$ cat config.mk
export PLATFORM = sky130hd
export DESIGN_NAME = touch_tap_hold_detector
export DESIGN_NICKNAME = d
export VERILOG_FILES = /design/src/tth_pkg.sv /design/src/tth_cfg.sv /design/src/tth_step.sv /design/src/touch_tap_hold_detector.sv
export SDC_FILE = /design/constraint.sdc
export NUM_CORES = 1
export LEC_CHECK = 0
export ABC_AREA = 1
export ABC_CLOCK_PERIOD_IN_PS = 11300
export BUFFER_PORTS_ARGS = -buffer_cell sky130_fd_sc_hd__buf_2
export CAP_MARGIN = 25
export CORE_UTILIZATION = 46
export CTS_CLUSTER_DIAMETER = 50
export DETAILED_ROUTE_END_ITERATION = 10
export PLACE_DENSITY = 0.66
export REMOVE_ABC_BUFFERS = 1
export SYNTH_ARGS = -nofsm -noshare
export SYNTH_HDL_FRONTEND = slang
export SYNTH_SLANG_ARGS = --single-unit
$ cat constraint.sdc
create_clock -name i_clk -period 11.3 [get_ports i_clk]
set_clock_uncertainty 0.05 [all_clocks]
set_input_delay 2.26 -clock i_clk [delete_from_list [all_inputs] [get_ports i_clk]]
set_output_delay 2.26 -clock i_clk [all_outputs]
set_load 0.02 [all_outputs]
$ cat src/tth_pkg.sv
// ----------------------------------------------------------------------------
// tth_pkg: shared types and constants for the touch tap/hold detector
// Register map, item kinds, configuration/state/result records.
// ----------------------------------------------------------------------------
package tth_pkg;

    // Field widths
    localparam int unsigned TIME_W  = 32;
    localparam int unsigned MS_W    = 16;
    localparam int unsigned COUNT_W = 8;
    localparam int unsigned TAPS_W  = 8;
    localparam int unsigned KIND_W  = 2;
    localparam int unsigned CIDX_W  = 3;

    // Beat layouts
    localparam int unsigned IN_DATA_W  = 40;
    localparam int unsigned OUT_DATA_W = 16;

    localparam logic [TAPS_W-1:0] TAPS_MAX = '1;

    // Configuration register indexes
    localparam logic [CIDX_W-1:0] REG_DISCHARGE_MS    = 3'd0;
    localparam logic [CIDX_W-1:0] REG_COUNT_THRESHOLD = 3'd1;
    localparam logic [CIDX_W-1:0] REG_LOCKOUT_MS      = 3'd2;
    localparam logic [CIDX_W-1:0] REG_HOLD_MS         = 3'd3;
    localparam logic [CIDX_W-1:0] REG_TAP_GAP_MS      = 3'd4;
    localparam logic [CIDX_W-1:0] REG_CLEAR_MS        = 3'd5;

    // Item kinds
    typedef enum logic [KIND_W-1:0] {
        KIND_SAMPLE    = 2'd0,
        KIND_READ_TAPS = 2'd1,
        KIND_READ_HOLD = 2'd2
    } t_kind;

    typedef struct packed {
        logic [MS_W-1:0]    discharge_ms;
        logic [COUNT_W-1:0] count_threshold;
        logic [MS_W-1:0]    lockout_ms;
        logic [MS_W-1:0]    hold_ms;
        logic [MS_W-1:0]    tap_gap_ms;
        logic [MS_W-1:0]    clear_ms;
    } t_cfg;

    typedef struct packed {
        logic               pressed_now;
        logic               released_flag;
        logic               sequence_flushed;
        logic               hold_flag;
        logic               hold_reported;
        logic [TIME_W-1:0]  discharge_start;
        logic [TIME_W-1:0]  press_start;
        logic [TIME_W-1:0]  release_time;
        logic [TIME_W-1:0]  last_contact;
        logic [TAPS_W-1:0]  running_taps;
        logic [TAPS_W-1:0]  latched_taps;
    } t_state;

    typedef struct packed {
        logic               discharge_drive;
        logic               hold_event;
        logic               hold_active;
        logic [TAPS_W-1:0]  tap_count;
        logic               pressed;
    } t_result;

endpackage

$ cat src/tth_cfg.sv
// ----------------------------------------------------------------------------
// tth_cfg: configuration register bank
// Takes one register write per beat on the config channel.
// ----------------------------------------------------------------------------
module tth_cfg (
    input  logic                        i_clk,
    input  logic                        i_rst_n,
    input  logic                        i_cfg_valid,
    output logic                        o_cfg_ready,
    input  logic [tth_pkg::CIDX_W-1:0]  i_cfg_index,
    input  logic [tth_pkg::MS_W-1:0]    i_cfg_data,
    output tth_pkg::t_cfg               o_cfg
);

    tth_pkg::t_cfg r_cfg;

    assign o_cfg_ready = 1'b1;
    assign o_cfg       = r_cfg;

    // Load the addressed register; unknown indexes are dropped
    always_ff @(posedge i_clk) begin
        if (!i_rst_n) begin
            r_cfg.discharge_ms    <= 16'd5;
            r_cfg.count_threshold <= 8'd10;
            r_cfg.lockout_ms      <= 16'd50;
            r_cfg.hold_ms         <= 16'd500;
            r_cfg.tap_gap_ms      <= 16'd300;
            r_cfg.clear_ms        <= 16'd1000;
        end else if (i_cfg_valid) begin
            case (i_cfg_index)
                tth_pkg::REG_DISCHARGE_MS:    r_cfg.discharge_ms    <= i_cfg_data;
                tth_pkg::REG_COUNT_THRESHOLD: r_cfg.count_threshold <= i_cfg_data[7:0];
                tth_pkg::REG_LOCKOUT_MS:      r_cfg.lockout_ms      <= i_cfg_data;
                tth_pkg::REG_HOLD_MS:         r_cfg.hold_ms         <= i_cfg_data;
                tth_pkg::REG_TAP_GAP_MS:      r_cfg.tap_gap_ms      <= i_cfg_data;
                tth_pkg::REG_CLEAR_MS:        r_cfg.clear_ms        <= i_cfg_data;
                default: begin
                end
            endcase
        end
    end

endmodule

$ cat src/tth_step.sv
// ----------------------------------------------------------------------------
// tth_step: single-item update logic
// Computes the next detector state and the result for one item.
// ----------------------------------------------------------------------------
module tth_step (
    input  tth_pkg::t_cfg                i_cfg,
    input  tth_pkg::t_state              i_state,
    input  logic [tth_pkg::KIND_W-1:0]   i_kind,
    input  logic [tth_pkg::TIME_W-1:0]   i_now_ms,
    input  logic [tth_pkg::COUNT_W-1:0]  i_charge_count,
    output tth_pkg::t_state              o_state,
    output tth_pkg::t_result             o_result
);

    logic [tth_pkg::TIME_W-1:0] lockout32;
    logic [tth_pkg::TIME_W-1:0] hold32;
    logic [tth_pkg::TIME_W-1:0] gap32;
    logic [tth_pkg::TIME_W-1:0] clear32;
    logic [tth_pkg::TIME_W-1:0] dis32;

    assign lockout32 = {16'd0, i_cfg.lockout_ms};
    assign hold32    = {16'd0, i_cfg.hold_ms};
    assign gap32     = {16'd0, i_cfg.tap_gap_ms};
    assign clear32   = {16'd0, i_cfg.clear_ms};
    assign dis32     = {16'd0, i_cfg.discharge_ms};

    // Walk the sample step in order, then handle the query kinds
    always_comb begin
        tth_pkg::t_state             s;
        logic [tth_pkg::TAPS_W-1:0]  taps;
        logic                        event_q;
        logic                        drive;

        s       = i_state;
        taps    = i_state.latched_taps;
        event_q = 1'b0;
        drive   = 1'b0;

        case (tth_pkg::t_kind'(i_kind))
            tth_pkg::KIND_SAMPLE: begin
                // Discharge interval or fresh pressed reading
                if ((i_now_ms - s.discharge_start) > dis32) begin
                    drive             = 1'b1;
                    s.discharge_start = i_now_ms;
                end else begin
                    s.pressed_now = i_charge_count > i_cfg.count_threshold;
                end

                // Debounced press edge
                if (s.released_flag && s.pressed_now &&
                    (i_now_ms - s.release_time) >= lockout32) begin
                    s.released_flag = 1'b0;
                    s.press_start   = i_now_ms;
                end

                // Debounced release edge; short press counts a tap
                if (!s.released_flag && !s.pressed_now &&
                    (i_now_ms - s.last_contact) >= lockout32) begin
                    s.released_flag = 1'b1;
                    s.release_time  = i_now_ms;
                    if ((i_now_ms - s.press_start) < hold32) begin
                        if (s.running_taps != tth_pkg::TAPS_MAX) begin
                            s.running_taps = s.running_taps + 8'd1;
                        end
                        s.sequence_flushed = 1'b0;
                    end
                end

                // Long press raises hold
                if (!s.released_flag && (i_now_ms - s.press_start) >= hold32) begin
                    s.hold_flag        = 1'b1;
                    s.sequence_flushed = 1'b0;
                end

                // Latch tap total after the quiet gap
                if (!s.sequence_flushed && s.released_flag &&
                    (i_now_ms - s.release_time) >= gap32) begin
                    s.latched_taps     = s.running_taps;
                    s.running_taps     = '0;
                    s.sequence_flushed = 1'b1;
                end

                // Clear hold and latched taps
                if (s.released_flag &&
                    (i_now_ms + gap32 - s.release_time) >= clear32) begin
                    s.hold_flag     = 1'b0;
                    s.hold_reported = 1'b0;
                    s.latched_taps  = '0;
                end

                if (s.pressed_now) begin
                    s.last_contact = i_now_ms;
                end
                taps = s.latched_taps;
            end
            tth_pkg::KIND_READ_TAPS: begin
                s.latched_taps = '0;
            end
            tth_pkg::KIND_READ_HOLD: begin
                if (s.hold_flag && !s.hold_reported) begin
                    s.hold_reported = 1'b1;
                    event_q         = 1'b1;
                end
            end
            default: begin
            end
        endcase

        o_state                  = s;
        o_result.pressed         = s.pressed_now;
        o_result.tap_count       = taps;
        o_result.hold_active     = s.hold_flag;
        o_result.hold_event      = event_q;
        o_result.discharge_drive = drive;
    end

endmodule

$ cat src/touch_tap_hold_detector.sv
// ----------------------------------------------------------------------------
// touch_tap_hold_detector: capacitive pad tap and hold detector
//
// Input channel (s_axis): one item per beat. tuser carries the kind
// (sample step, read-and-clear taps, read hold event); tdata carries the
// millisecond timestamp and the charge count. Every item yields exactly one
// result beat on m_axis with the pressed state, latched tap total, hold
// flag, one-shot hold event and discharge request.
// Config channel: one register write per beat, always ready; write only
// while no item is in flight.
// Path: input register, then result register, then the result beat.
// Throughput: one item per cycle while m_axis does not stall, set by the
// combinational state update between the two registers.
// Reset: registers return to their default values and the detector starts
// released with no taps and no hold. When m_axis stalls the result is held
// and one more item may sit in the input register; then s_axis_tready drops.
// ----------------------------------------------------------------------------
module touch_tap_hold_detector (
    input  logic        i_clk,
    input  logic        i_rst_n,
    // Input stream
    input  logic        s_axis_tvalid,
    output logic        s_axis_tready,
    input  logic [39:0] s_axis_tdata,   // [31:0] now_ms, [39:32] charge_count
    input  logic [1:0]  s_axis_tuser,   // [1:0] kind
    // Result stream
    output logic        m_axis_tvalid,
    input  logic        m_axis_tready,
    output logic [15:0] m_axis_tdata,   // [0] pressed, [8:1] tap_count,
                                        // [9] hold_active, [10] hold_event,
                                        // [11] discharge_drive, [15:12] zero
    // Configuration writes
    input  logic        i_cfg_valid,
    output logic        o_cfg_ready,
    input  logic [2:0]  i_cfg_index,
    input  logic [15:0] i_cfg_data
);

    tth_pkg::t_cfg    cfg;
    tth_pkg::t_state  r_state;
    tth_pkg::t_state  n_state;
    tth_pkg::t_result n_result;
    tth_pkg::t_result r_result;

    logic                           r_in_valid;
    logic [tth_pkg::KIND_W-1:0]     r_kind;
    logic [tth_pkg::TIME_W-1:0]     r_now_ms;
    logic [tth_pkg::COUNT_W-1:0]    r_charge_count;
    logic                           r_out_valid;
    logic                           advance;

    tth_cfg u_cfg (
        .i_clk       (i_clk),
        .i_rst_n     (i_rst_n),
        .i_cfg_valid (i_cfg_valid),
        .o_cfg_ready (o_cfg_ready),
        .i_cfg_index (i_cfg_index),
        .i_cfg_data  (i_cfg_data),
        .o_cfg       (cfg)
    );

    tth_step u_step (
        .i_cfg          (cfg),
        .i_state        (r_state),
        .i_kind         (r_kind),
        .i_now_ms       (r_now_ms),
        .i_charge_count (r_charge_count),
        .o_state        (n_state),
        .o_result       (n_result)
    );

    // Move the held item into the result register when that slot frees up
    assign advance       = r_in_valid && (!r_out_valid || m_axis_tready);
    assign s_axis_tready = !r_in_valid || advance;

    // Capture input beats
    always_ff @(posedge i_clk) begin
        if (!i_rst_n) begin
            r_in_valid <= 1'b0;
        end else if (s_axis_tready) begin
            r_in_valid <= s_axis_tvalid;
        end
    end

    always_ff @(posedge i_clk) begin
        if (s_axis_tready && s_axis_tvalid) begin
            r_kind         <= s_axis_tuser;
            r_now_ms       <= s_axis_tdata[31:0];
            r_charge_count <= s_axis_tdata[39:32];
        end
    end

    // Commit state for each item that advances
    always_ff @(posedge i_clk) begin
        if (!i_rst_n) begin
            r_state.pressed_now      <= 1'b0;
            r_state.released_flag    <= 1'b1;
            r_state.sequence_flushed <= 1'b0;
            r_state.hold_flag        <= 1'b0;
            r_state.hold_reported    <= 1'b0;
            r_state.discharge_start  <= '0;
            r_state.press_start      <= '0;
            r_state.release_time     <= '0;
            r_state.last_contact     <= '0;
            r_state.running_taps     <= '0;
            r_state.latched_taps     <= '0;
        end else if (advance) begin
            r_state <= n_state;
        end
    end

    // Hold the result beat until taken
    always_ff @(posedge i_clk) begin
        if (!i_rst_n) begin
            r_out_valid <= 1'b0;
        end else if (advance) begin
            r_out_valid <= 1'b1;
        end else if (m_axis_tready) begin
            r_out_valid <= 1'b0;
        end
    end

    always_ff @(posedge i_clk) begin
        if (advance) begin
            r_result <= n_result;
        end
    end

    assign m_axis_tvalid = r_out_valid;
    assign m_axis_tdata  = {4'd0, r_result};

endmodule

==> impl_metrics.yaml, run 1 <==
run_status:
  outcome: "finished, final reports clean"
critical_path:
  critPathMostFrequentCell: "sky130_fd_sc_hd__nand2_1"
  reg2reg_slack_ns: 1.79
  ff2ff_path_depth: 58
  path_class: "flop to flop"
  r2r_end: "m_axis_tdata[3]"
  critical_path.max_fanout: 61
  critical_path_required_ns: 11.68
  timing.rr.start: "r_now_ms[0]"
  critical_path.startpoint_type: "flop"
  critical-path-max-stage-delay_ns: 0.53
  critical-path-slowest-cell: "sky130_fd_sc_hd__buf_4"
  critical_path.endpoint_type: "flop"
  cp_data_arrival_time_ns: 9.90
drt:
  via_count: 25100
  initialDrtViolationCount: 1443
  drcViolationCount: 0
  routedWlPerCell_um: 16.0
  via_per_inst: 5.29
  dr.pass1.iters: 6
  route.antenna.remaining_nets: 0
  drt_wl_total_mm: 75.9
placement:
  numPortBuffers: 79
  detailed_place_hpwl_mm: 60.2
  routability_cong: 0.964
layout:
  multiInputGateArea_um2: 16600
  num-fill-cells: 5754
  most_common_cell_after_layout_fill_and_taps_aside: "sky130_fd_sc_hd__nand2_1"
  fin_util_pct: 52.1
  area.sequential_um2: 6410
  layout.cells.most_common_list: "sky130_fd_sc_hd__nand2_1 (898), sky130_fd_sc_hd__inv_1 (657), sky130_fd_sc_hd__a21oi_1 (411), sky130_fd_sc_hd__o21ai_0 (301), sky130_fd_sc_hd__ha_1 (289)"
  drive_gt1_share_pct: 6.82
  nets: 4340
  area_growth_from_synthesis_to_final_layout_pct: 11.3
clocking:
  cts_buffers: 49
  clk_latency_ns: 0.58
  tritoncts: "yes"
  clkSinkCount: 293
  clockRootBuffer: "sky130_fd_sc_hd__clkbuf_16"
  ctsLongestPathBuffers: 3
  holdBufCountCts: 0
  cts_setup_buffers: 0
  cts_resized: 0
  clk_pin_slew_worst_paths_ns: 0.06
  htree_num_levels: 2
power_and_ir_drop:
  power.share.clock_pct: 41.8
  leakage_nw: 13.8
  seq_power_share_pct: 31.5
  combPwrFrac_pct: 26.7
  powerDensity_nw_per_um2: 124
  reported_net_switching_power_w: 0.00121
  power_report.internal_total_w: 0.00235
  swShare_pct: 34.0
  peakVddDrop_v: 0.000111
timing:
  fmax_ghz: 0.105
  report.final.setup_viol: 0
  hold_viol_final: 0
  final_period_minus_worst_setup_slack_ns: 9.51
  maxSlewViolCount: 0
  transition_time_at_the_pin_with_the_least_slew_margin_ns: 1.02
  setup-tns-final_ns: 0
  min_period_over_period_pct: 84.2
  grt_setup_unrepaired: "false"
  max_slew_margin_pct: 32.3
floorplan:
  floorplan_die_area_um2: 57200
  placementRows: 86
  die_w_um: 239
  die_height_um: 239
  effective_utilization_at_floorplan_pct: 46.8
  design.portCount: 85
  placeableCoreArea_um2: 55300
flow_run:
  timing.max_cap.violations: 0
synth:
  yosys_warnings: 0
  synth_sequential_area_ratio_pct: 24.8
  synth.area.top_cells: "sky130_fd_sc_hd__dfxtp_1 (18%), sky130_fd_sc_hd__ha_1 (14%), sky130_fd_sc_hd__nand2_1 (13%)"
  synth_async_sr_flop_share_pct: 0
  postSynthRegisterBits: 293
  yosys.cell_types.count: 61
  synth_edf_count: 54
  synth.largest_area_cell: "sky130_fd_sc_hd__dfxtp_1"
  synth_ff_type: "sky130_fd_sc_hd__dfxtp_1"
  synthesis.area_um2: 25900
  synth_largest_type_area_fraction_pct: 18.5
  post_syn_area_per_cell_um2: 6.69
  post_synth_inst_count: 3870
global_route:
  number_of_global_route_vias_before_repair: 23500
  grt.total_usage_pct: 26.5
  grt_max_degree: 106
  global_route_wire_length_before_repair_mm: 119
  antenna_found_initial: 1
  grt_overflow_total: 0
hold_path:
  hold_depth: 2
  hold_path.startpoint: "r_state[42]"
  hold_path_end: "r_state[42]"
  min_path_type: "flop to flop"
==> state kept, by name, summed over array words and instances, names as in the netlist <==
| signal | flops |
|---|---|
| m_axis_tdata | 12 |
| m_axis_tvalid | 1 |
| r_charge_count | 8 |
| r_in_valid | 1 |
| r_kind | 2 |
| r_now_ms | 32 |
| r_state | 149 |
| u_cfg.o_cfg | 88 |
==> cell usage after synthesis, drive strengths merged, types with 55 or more instances <==
master  number
nand2      914
inv        673
a21oi      419
o21ai      319
ha         289
nor2       272
dfxtp      239
nand3      172
clkbuf      73
xor2        71
o211ai      57
nand4       55
==> stage by stage <==
step           setup WS (ns)  total power (W)  hold slack, ns  instance area, um^2  std cells
6_report                1.79          0.00356           0.408                28800       4738
5_1_grt                0.614          0.00378           0.425                28800       4736
4_1_cts                 1.82          0.00358           0.408                28800       4735
3_5_place_dp            1.87          0.00208           0.401                27100       4646
3_3_place_gp            1.99          0.00207           0.395                27100       4644
2_1_floorplan           2.32          0.00183           0.385                25500       3787
==> kinds of logic after synthesis <==
kind of cell,synth area share [%]
multiplexers,0.426
buffers and inverters,11.3
flip-flops,24.8
adder cells (fa/ha/maj),16.7
other,0.0290
XOR/XNOR,3.79
AO/OA/AOI/OAI,18.7
AND/OR/NAND/NOR,24.4
==> final cells by class <==
cell class	count	area share, %
clock buffer	59	4.64
multi-input combinational	2815	57.6
sequential	293	22.3
clock inverter	30	1.00
antenna	2	0.0174
timing repair buffer	112	2.38
inverter	679	8.85
tap	748	3.25
==> power by group through the flow <==
stage / logic (W) / registers [W] / clock network, W
after floorplan: 0.000687 / 0.00114 / 0
after global placement: 0.000930 / 0.00114 / 0
after detailed placement: 0.000938 / 0.00115 / 0
after CTS: 0.000944 / 0.00112 / 0.00152
after global routing: 0.00109 / 0.00113 / 0.00157
final: 0.000951 / 0.00112 / 0.00149
==> how the worst max path moves through the flow <==
stage	start	to	slack [ns]
after floorplan	r_now_ms[0]	r_state[5]	2.32
after global placement	r_now_ms[0]	m_axis_tdata[6]	1.99
after detailed placement	r_now_ms[0]	m_axis_tdata[4]	1.87
after CTS	r_now_ms[0]	m_axis_tdata[4]	1.82
after global routing	r_now_ms[0]	r_state[5]	0.61
final	r_now_ms[0]	m_axis_tdata[3]	1.79
==> critical path, delay by kind of cell, from the launching register on <==
family | cells | cell delay (ns)
simple gates | 30 | 3.05
compound gates | 16 | 2.79
fa+ha+maj | 5 | 1.66
buf+inv | 6 | 1.14
flops | 1 | 0.45
xor+xnor | 1 | 0.16
==> metal layers <==
metal | GRT usage (%) | up-vias | share of wire, %
li1 | - | 12900 | -
met1 | 33.5 | 11400 | 44
met2 | 44.7 | 621 | 46
met3 | 4.29 | 178 | 5.9
met4 | 11.2 | 0 | 4.1
met5 | 0 | - | 0
Power figures use the tool's default switching activity.
==> run 2: changes to the inputs <==
- ABC_AREA: 1 -> 0
- ABC_CLOCK_PERIOD_IN_PS: 11300 -> 7700
- PLACE_DENSITY: 0.66 -> 0.68
- clock period: 11.3 -> 7.7 ns (I/O delays scaled with it)
==> run 2 against run 1 <==
The flow now finishes with violations (setup timing). Largest cell class unchanged. Worst setup slack worse by 4.1 ns. Non-clock buffer count is 895 higher. Sequential cell count is the same. Final area increased by 27%.
==> impl_metrics.yaml, run 2 <==
run_status:
  outcome: "complete, but fails checks"
  violations_in_the_final_reports: "setup timing"
timing:
  grt_setup_unrepaired: "true"
  postLayoutSetupSlackWorst_ns: -2.30
  min_period_over_period_pct: 130
  fmax_ghz: 0.100
  max_slew_margin_pct: 30.7
  final_period_minus_worst_setup_slack_ns: 10.00
  holdWs_ns: 0.401
  report.final.setup_viol: 28
  hold_viol_final: 0
  maxSlewViolCount: 0
  transition_time_at_the_pin_with_the_least_slew_margin_ns: 1.04
  setup-tns-final_ns: -61.92
layout:
  antennaDiodeCount: 0
  largest_register: "r_state"
  largest_register_ff_count: 149
  nets: 4672
  most_common_cell_after_layout_fill_and_taps_aside: "sky130_fd_sc_hd__buf_4"
  drive_gt1_share_pct: 30.2
  layout.cells.most_common_list: "sky130_fd_sc_hd__buf_4 (899), sky130_fd_sc_hd__nand2_1 (427), sky130_fd_sc_hd__a21oi_1 (311), sky130_fd_sc_hd__inv_1 (302), sky130_fd_sc_hd__nor2_1 (284)"
  area_growth_from_synthesis_to_final_layout_pct: 41.6
  fin_util_pct: 66.2
clocking:
  cts_buffers: 48
  clkSinkCount: 293
  clockRootBuffer: "sky130_fd_sc_hd__clkbuf_16"
  clk_pin_slew_worst_paths_ns: 0.06
  htree_num_levels: 2
  ctsLongestPathBuffers: 3
  holdBufCountCts: 0
  tritoncts: "yes"
  clk_latency_ns: 0.62
floorplan:
  die_w_um: 239
  effective_utilization_at_floorplan_pct: 46.7
  die_height_um: 239
  floorplan_die_area_um2: 57300
  placementRows: 86
  placeableCoreArea_um2: 55400
  design.portCount: 85
global_route:
  grt_max_degree: 118
  antenna_found_initial: 1
  global_route_wire_length_before_repair_mm: 142
  grt.total_usage_pct: 31.2
  number_of_global_route_vias_before_repair: 27500
  grt_overflow_total: 0
synth:
  synth.most_common_cell: "sky130_fd_sc_hd__nand2_1"
  post_synth_inst_count: 3351
  yosys_warnings: 0
  synth_edf_count: 54
  synth_ff_type: "sky130_fd_sc_hd__dfxtp_1"
  synth_sequential_area_ratio_pct: 24.7
  synth_async_sr_flop_share_pct: 0
  yosys.cell_types.count: 101
  synth.area.top_cells: "sky130_fd_sc_hd__dfxtp_1 (18%), sky130_fd_sc_hd__ha_1 (14%), sky130_fd_sc_hd__a21oi_1 (6.5%)"
  synth_largest_type_area_fraction_pct: 18.5
  synthesis.area_um2: 25900
  synth.largest_area_cell: "sky130_fd_sc_hd__dfxtp_1"
  postSynthRegisterBits: 293
  post_syn_area_per_cell_um2: 7.73
  netlist_top_cells_count: "sky130_fd_sc_hd__nand2_1 (431), sky130_fd_sc_hd__a21oi_1 (338), sky130_fd_sc_hd__inv_1 (309), sky130_fd_sc_hd__nor2_1 (294), sky130_fd_sc_hd__ha_1 (289)"
power_and_ir_drop:
  peakVddDrop_v: 0.000164
  seq_power_share_pct: 28.0
  power_report.internal_total_w: 0.00397
  power.share.clock_pct: 40.9
  powerDensity_nw_per_um2: 159
  leakage_nw: 15.7
  reported_net_switching_power_w: 0.00186
  swShare_pct: 31.9
  combPwrFrac_pct: 31.1
drt:
  via_count: 28100
  initialDrtViolationCount: 1919
  dr.pass1.iters: 6
  route.antenna.remaining_nets: 0
  via_per_inst: 5.53
  routedWlPerCell_um: 17.9
  drt_wl_total_mm: 90.5
  drcViolationCount: 0
critical_path:
  path_class: "flop to flop"
  critical_path.endpoint_type: "flop"
  critical_path_required_ns: 8.07
  critical-path-slowest-cell: "sky130_fd_sc_hd__or4_4"
  cp_data_arrival_time_ns: 10.37
  critical-path-max-stage-delay_ns: 0.54
  reg2reg_slack_ns: -2.30
  critical_path.max_fanout: 6
  ff2ff_path_depth: 50
  critical_path.startpoint_type: "flop"
  r2r_end: "m_axis_tdata[7]"
  timing.rr.start: "r_now_ms[1]"
hold_path:
  min_path_type: "flop to flop"
  hold_path.startpoint: "r_state[42]"
  hold_depth: 2
  hold_path_end: "r_state[42]"
placement:
  routability_cong: 1.02
  detailed_place_hpwl_mm: 70.1
  numPortBuffers: 79
flow_run:
  timing.max_cap.violations: 0
## run 2: cell count changes in the layout (fill, tap and decap cells not counted), moves of 82 or more
cell	before	now
sky130_fd_sc_hd__mux2i_1	11	93
sky130_fd_sc_hd__nand2_1	898	427
sky130_fd_sc_hd__nand3_1	157	61
sky130_fd_sc_hd__a21oi_1	411	311
sky130_fd_sc_hd__o21ai_0	301	115
sky130_fd_sc_hd__inv_1	657	302
sky130_fd_sc_hd__buf_4	30	899
## run 2: cells by family (layout without fill, tap and decap cells)
logic type | Yosys count | count (layout) | share of synthesized area (%)
DFF | 293 | 293 | 24.7
xor gates and xnor gates | 110 | 110 | 3.72
AOI/OAI and AO/OA | 971 | 971 | 24.5
other | 2 | 5 | 0.0290
muxes | 102 | 102 | 3.97
and+or+nand+nor | 1108 | 1108 | 19.7
adders and majority gates | 327 | 327 | 16.8
buffers and inverters | 438 | 1406 | 6.53
## run 2: worst max path at each step
stage | endpoint | depth (start not counted) | slack (ns) | startpoint
2_1_floorplan | r_state[11] | 43 | -4.54 | r_now_ms[1]
3_5_place_dp | r_state[3] | 53 | -2.95 | r_now_ms[0]
5_1_grt | m_axis_tdata[7] | 52 | -2.74 | r_now_ms[1]
4_1_cts | m_axis_tdata[6] | 52 | -2.30 | r_now_ms[0]
3_3_place_gp | m_axis_tdata[6] | 49 | -2.77 | r_now_ms[0]
6_report | m_axis_tdata[7] | 50 | -2.30 | r_now_ms[1]
## run 2: layout make-up
class,instances,area [um^2]
Inverter,309,1170
Timing Repair Buffer,1007,7510
Clock inverter,34,464
Clock buffer,56,1320
Multi-Input combinational cell,2623,18900
Fill cell,4620,18700
Tap cell,748,936
Sequential cell,293,6410
## run 2: routing by layer
| layer | GRT usage (%) | vias up | part of all wire (%) |
|---|---|---|---|
| li1 | - | 13800 | - |
| met4 | 13.1 | 0 | 4.0 |
| met2 | 52.4 | 909 | 46 |
| met5 | 0 | - | 0 |
| met1 | 40.5 | 13200 | 43 |
| met3 | 3.57 | 188 | 6.3 |
## run 2: power by group through the flow
stage	Clock [W]	Combinational (W)	Sequential, W
after global placement	0	0.00163	0.00166
after detailed placement	0	0.00165	0.00166
after CTS	0.00241	0.00173	0.00163
final	0.00238	0.00181	0.00163
after global routing	0.00249	0.00197	0.00163
after floorplan	0	0.000884	0.00167
## run 2: per-stage QoR
step	cells	setup slack, ns	power (W)	cell area (um^2)
after floorplan	3225	-4.54	0.00255	25400
after global placement	4925	-2.77	0.00329	33300
after detailed placement	4925	-2.95	0.00331	33300
after CTS	5053	-2.30	0.00577	36000
after global routing	5070	-2.74	0.00609	36700
final	5070	-2.30	0.00583	36700
## run 2: timing repair
action                                  4_1_cts  5_1_grt
setup buffers                                37       19
gates resized for setup                     153      104
endpoints found under the setup margin       28       28
gates cloned                                  1        0
pin swaps                                    98       72
## run 2: worst max-delay path, delay by kind of cell, from the launching register on
kind	cells	cell delay, ns
AOI/OAI and AO/OA	24	4.12
xor gates and xnor gates	1	0.14
adders and majority gates	5	1.38
buffers and inverters	5	0.65
DFF	1	0.47
and+or+nand+nor	15	2.99
